--- src/rtl/bfm_pkg.sv ---
package bfm_pkg;

	localparam logic [63:0] MUR_M    = 64'hc6a4a7935bd1e995;
	localparam logic [63:0] MUR_SEED = 64'h0000_0000_9747_b28c;
	localparam int          MUR_R    = 47;
	localparam int          ROT_L    = 31;

	localparam logic [1:0] ACT_CLEAR  = 2'd0;
	localparam logic [1:0] ACT_INSERT = 2'd1;
	localparam logic [1:0] ACT_QUERY  = 2'd2;
	localparam logic [1:0] ACT_WRITE  = 2'd3;

	localparam logic CFG_NUM_BITS   = 1'b0;
	localparam logic CFG_NUM_HASHES = 1'b1;

	typedef enum logic [6:0] {
		ST_IDLE  = 7'b0000001,
		ST_CLEAR = 7'b0000010,
		ST_MIX   = 7'b0000100,
		ST_MUL   = 7'b0001000,
		ST_POST  = 7'b0010000,
		ST_DIV   = 7'b0100000,
		ST_RD    = 7'b1000000
	} state_t;

	typedef enum logic [4:0] {
		MOP_SEED = 5'b00001,
		MOP_K1   = 5'b00010,
		MOP_K2   = 5'b00100,
		MOP_H    = 5'b01000,
		MOP_FIN  = 5'b10000
	} mop_t;

	typedef struct packed {
		logic [1:0]  action;
		logic [63:0] key_word;
		logic [3:0]  word_bytes;
		logic [10:0] key_length;
		logic        last_word;
		logic [12:0] byte_index;
		logic [7:0]  byte_value;
	} cmd_t;

	typedef struct packed {
		logic [1:0] done_action;
		logic       maybe_present;
	} res_t;

endpackage

--- src/rtl/bfm_mul.sv ---
module bfm_mul (
	input  logic        clk,
	input  logic        arst_n,
	input  logic        start,
	input  logic [63:0] a,
	output logic        done,
	output logic [63:0] prod
);

	// Low 64 bits of a * M from three 32x32 partial products, one per cycle.
	logic [63:0] a_q;
	logic [63:0] acc_q;
	logic [1:0]  step_q;
	logic        run_q;
	logic        done_q;
	logic [31:0] x;
	logic [31:0] y;
	logic [63:0] p;

	always_comb begin
		x = (step_q == 2'd2) ? a_q[63:32] : a_q[31:0];
		y = (step_q == 2'd1) ? bfm_pkg::MUR_M[63:32] : bfm_pkg::MUR_M[31:0];
		p = {32'b0, x} * {32'b0, y};
	end

	always_ff @(posedge clk or negedge arst_n) begin
		if (!arst_n) begin
			step_q <= 2'd0;
			run_q  <= 1'b0;
			done_q <= 1'b0;
		end else begin
			done_q <= 1'b0;
			if (start) begin
				step_q <= 2'd0;
				run_q  <= 1'b1;
			end else if (run_q) begin
				if (step_q == 2'd2) begin
					run_q  <= 1'b0;
					done_q <= 1'b1;
				end
				step_q <= step_q + 2'd1;
			end
		end
	end

	always_ff @(posedge clk) begin
		if (start) begin
			a_q <= a;
		end else if (run_q) begin
			if (step_q == 2'd0) begin
				acc_q <= p;
			end else begin
				acc_q <= acc_q + {p[31:0], 32'b0};
			end
		end
	end

	assign done = done_q;
	assign prod = acc_q;

endmodule

--- config.mk ---
export PLATFORM = sky130hd
export DESIGN_NAME = bfm_mul
export DESIGN_NICKNAME = d
export VERILOG_FILES = /design/src/rtl/bfm_pkg.sv /design/src/rtl/bfm_mul.sv
export SDC_FILE = /design/constraint.sdc
export NUM_CORES = 2
export LEC_CHECK = 0
export BUFFER_PORTS_ARGS = -buffer_cell sky130_fd_sc_hd__buf_2
export CAP_MARGIN = 20
export CORE_MARGIN = 2
export CORE_UTILIZATION = 44
export DETAILED_ROUTE_END_ITERATION = 16
export GPL_TIMING_DRIVEN = 1
export PLACE_DENSITY = 0.64
export SLEW_MARGIN = 20
export SYNTH_ARGS = -nofsm -noshare
export SYNTH_HDL_FRONTEND = slang
export SYNTH_SLANG_ARGS = --single-unit
--- constraint.sdc ---
create_clock -name clk -period 20.3 [get_ports clk]
set_input_delay 2.03 -clock clk [delete_from_list [all_inputs] [get_ports clk]]
set_output_delay 2.03 -clock clk [all_outputs]
set_load 0.02 [all_outputs]
==> results.yml <==
synthesis:
  synthFlopType: "edfxtp_1"
  synth_area_um2: 31100
  ys_warn_count: 0
  synth.ff_latch_count: 132
  netlist_instances: 3053
  avgSynthCellArea_um2: 10.2
  ys_types: 70
  synth_edf_count: 128
  synth_seq_area_share: 0.127
  ys_async_sr_fraction: 0.0303
clock_tree:
  cts_hold_buf: 0
  cts_made_buffers: 17
  ctsResizeCount: 0
  cts_tree: "built"
  clock_latency_ns: 0.50
  clkSinkCount: 132
  htree_levels: 4
  path_clk_slew_ns: 0.07
  cts_setup_buffers: 0
  cts-root-buf: "clkbuf_16"
  clk_path_buf_depth: 2
floorplanning:
  coreArea_um2: 70000
  die_h_um: 270
  io_pins: 132
  dieArea_um2: 72900
  dieWidth_um: 270
  num_rows: 97
  initial_core_util: 0.445
sta:
  relSlewSlack: 0.281
  grt_setup_unrepaired: "no"
  finalSetupTns_ns: 0
  setup_viol: 0
  holdWs_ns: 0.559
  hold_violations: 0
  fmax_ghz: 0.0914
  worstMarginPinSlew_ns: 1.05
  final_max_slew_viol_count: 0
  period_share: 0.539
  finClkSkew_ns: 0.0216
  fin_crit_ns: 10.95
global_route:
  grt_pass1_vias: 23000
  grt_pass1_wl_um: 140000
  use_met2: 0.418
  overflow: 0
  grt_usage: 0.259
  grt_busiest_layer: "met2"
  antenna_found_initial: 2
  grtUsageMet1: 0.342
  grt_max_degree: 63
  grt_use_met3: 0.0479
setup_path:
  path_class: "flop to flop"
  critPathRequiredTime_ns: 20.53
  cp_max_fo: 33
  crit_top_cell: "fa_1"
  ff2ff_setup_slack_ns: 9.35
  crit_path_start_kind: "flop"
  cpMaxStageDelayCell: "mux2i_1"
  max_stage_delay_ns: 0.94
  crit_arrival_ns: 11.18
  end_kind: "flop"
placement:
  io_buffers: 131
  postPlaceCellArea_um2: 32900
  hpwl_um: 80500
  gp_congestion: 1.00
drt:
  vias: 21600
  ant_nets: 0
  post_drt_wl_per_cell_um: 22.3
  route.detailed.drc: 0
  first_iter_violations: 1755
  drt_pass1_iterations: 6
  wl_um: 91800
  vias_per_cell: 5.23
cells_and_area:
  fin_nets: 4280
  final_area_um2: 33600
  syn_to_final_growth_pct: 7.85
  drive_above_1_share: 0.0736
run_status:
  status: "finished clean"
hold_path:
  hold_class: "flop to flop"
run:
  drv_cap: 0
worst max-delay path, delay by kind of cell, from the launching register on:
kind	cells	cell delay, ns
adders and majority gates	11	4.71
buffers and inverters	6	1.43
AOI/OAI and AO/OA	6	1.37
and+or+nand+nor	6	1.29
muxes	1	0.94
xor gates and xnor gates	1	0.50
DFF	1	0.43
path summary, 6_finish.rpt:
check	start	to	depth (start not counted)
setup / recovery	step_q[0]	prod[62]	31
setup reg to reg	step_q[0]	prod[62]	31
hold / removal	step_q[1]	step_q[1]	2
min in group asynchronous	arst_n	done	1
hold reg to reg	step_q[1]	step_q[1]	2
max in group asynchronous	arst_n	step_q[1]	1
registers in the layout (all words and copies together) (netlist names):
name,count
step_q,2
a_q,64
run_q,1
done,1
prod,64
area by class of cell:
type	count	area, um^2
Antenna cell	1	2.50
Clock inverter	14	225
Clock buffer	18	429
Timing Repair Buffer	157	853
Sequential cell	132	3940
Multi-Input combinational cell	2092	24100
Inverter	766	2880
Fill cell	6562	36400
Tap cell	940	1180
cells in the final DEF, fill, tap and decap left out, types with 27 or more instances in the layout:
master / synthesis / final
nor2_1: 156 / 156
nand2_1: 126 / 126
mux2i_1: 36 / 36
a21o_1: 80 / 80
xnor2_1: 87 / 87
a21oi_1: 154 / 154
buf_2: 15 / 130
fa_1: 607 / 607
edfxtp_1: 128 / 128
ha_1: 440 / 437
inv_1: 764 / 764
xor2_1: 34 / 34
o21ai_0: 46 / 46
and2_1: 46 / 46
buf_4: 0 / 27
cells in the mapped netlist (18+ instances only):
| cell | instances | area share |
|---|---|---|
| o21bai_1 | 22 | 0.0053 |
| a21oi_1 | 154 | 0.025 |
| xnor2_1 | 87 | 0.024 |
| nand4_1 | 18 | 0.0036 |
| ha_1 | 440 | 0.18 |
| a21o_1 | 80 | 0.019 |
| nand2b_1 | 18 | 0.0036 |
| and2_1 | 46 | 0.0092 |
| nand2_1 | 126 | 0.015 |
| inv_1 | 764 | 0.092 |
| xor2_1 | 34 | 0.0096 |
| mux2i_1 | 36 | 0.012 |
| edfxtp_1 | 128 | 0.12 |
| clkbuf_1 | 47 | 0.0057 |
| nor2_1 | 156 | 0.019 |
| o21ai_0 | 46 | 0.0074 |
| fa_1 | 607 | 0.39 |
through the flow:
| step | setup WS [ns] | utilization | cells |
|---|---|---|---|
| 2_1_floorplan | 10.97 | - | 3054 |
| 3_3_place_gp | 9.48 | 0.470 | 4087 |
| 3_5_place_dp | 9.45 | 0.470 | 4087 |
| 4_1_cts | 9.39 | 0.480 | 4119 |
| 5_1_grt | 8.91 | 0.480 | 4119 |
| 6_report | 9.35 | 0.480 | 4120 |
metal layers:
| metal | up-vias | routed length, um |
|---|---|---|
| met2 | 705 | 43800 |
| li1 | 9867 | - |
| met5 | - | 0 |
| met3 | 126 | 5730 |
| met1 | 10900 | 38300 |
| met4 | 0 | 4000 |
logic make-up after synthesis:
kind of cell	synth area share
adders and majority gates	0.567
buffers and inverters	0.101
and+or+nand+nor	0.0685
AOI/OAI and AO/OA	0.0872
DFF	0.127
xor gates and xnor gates	0.0347
muxes	0.0152
other	0.000241
Power is not shown: default switching activity piles up to over one toggle a cycle in this logic, so the estimate is an artifact.
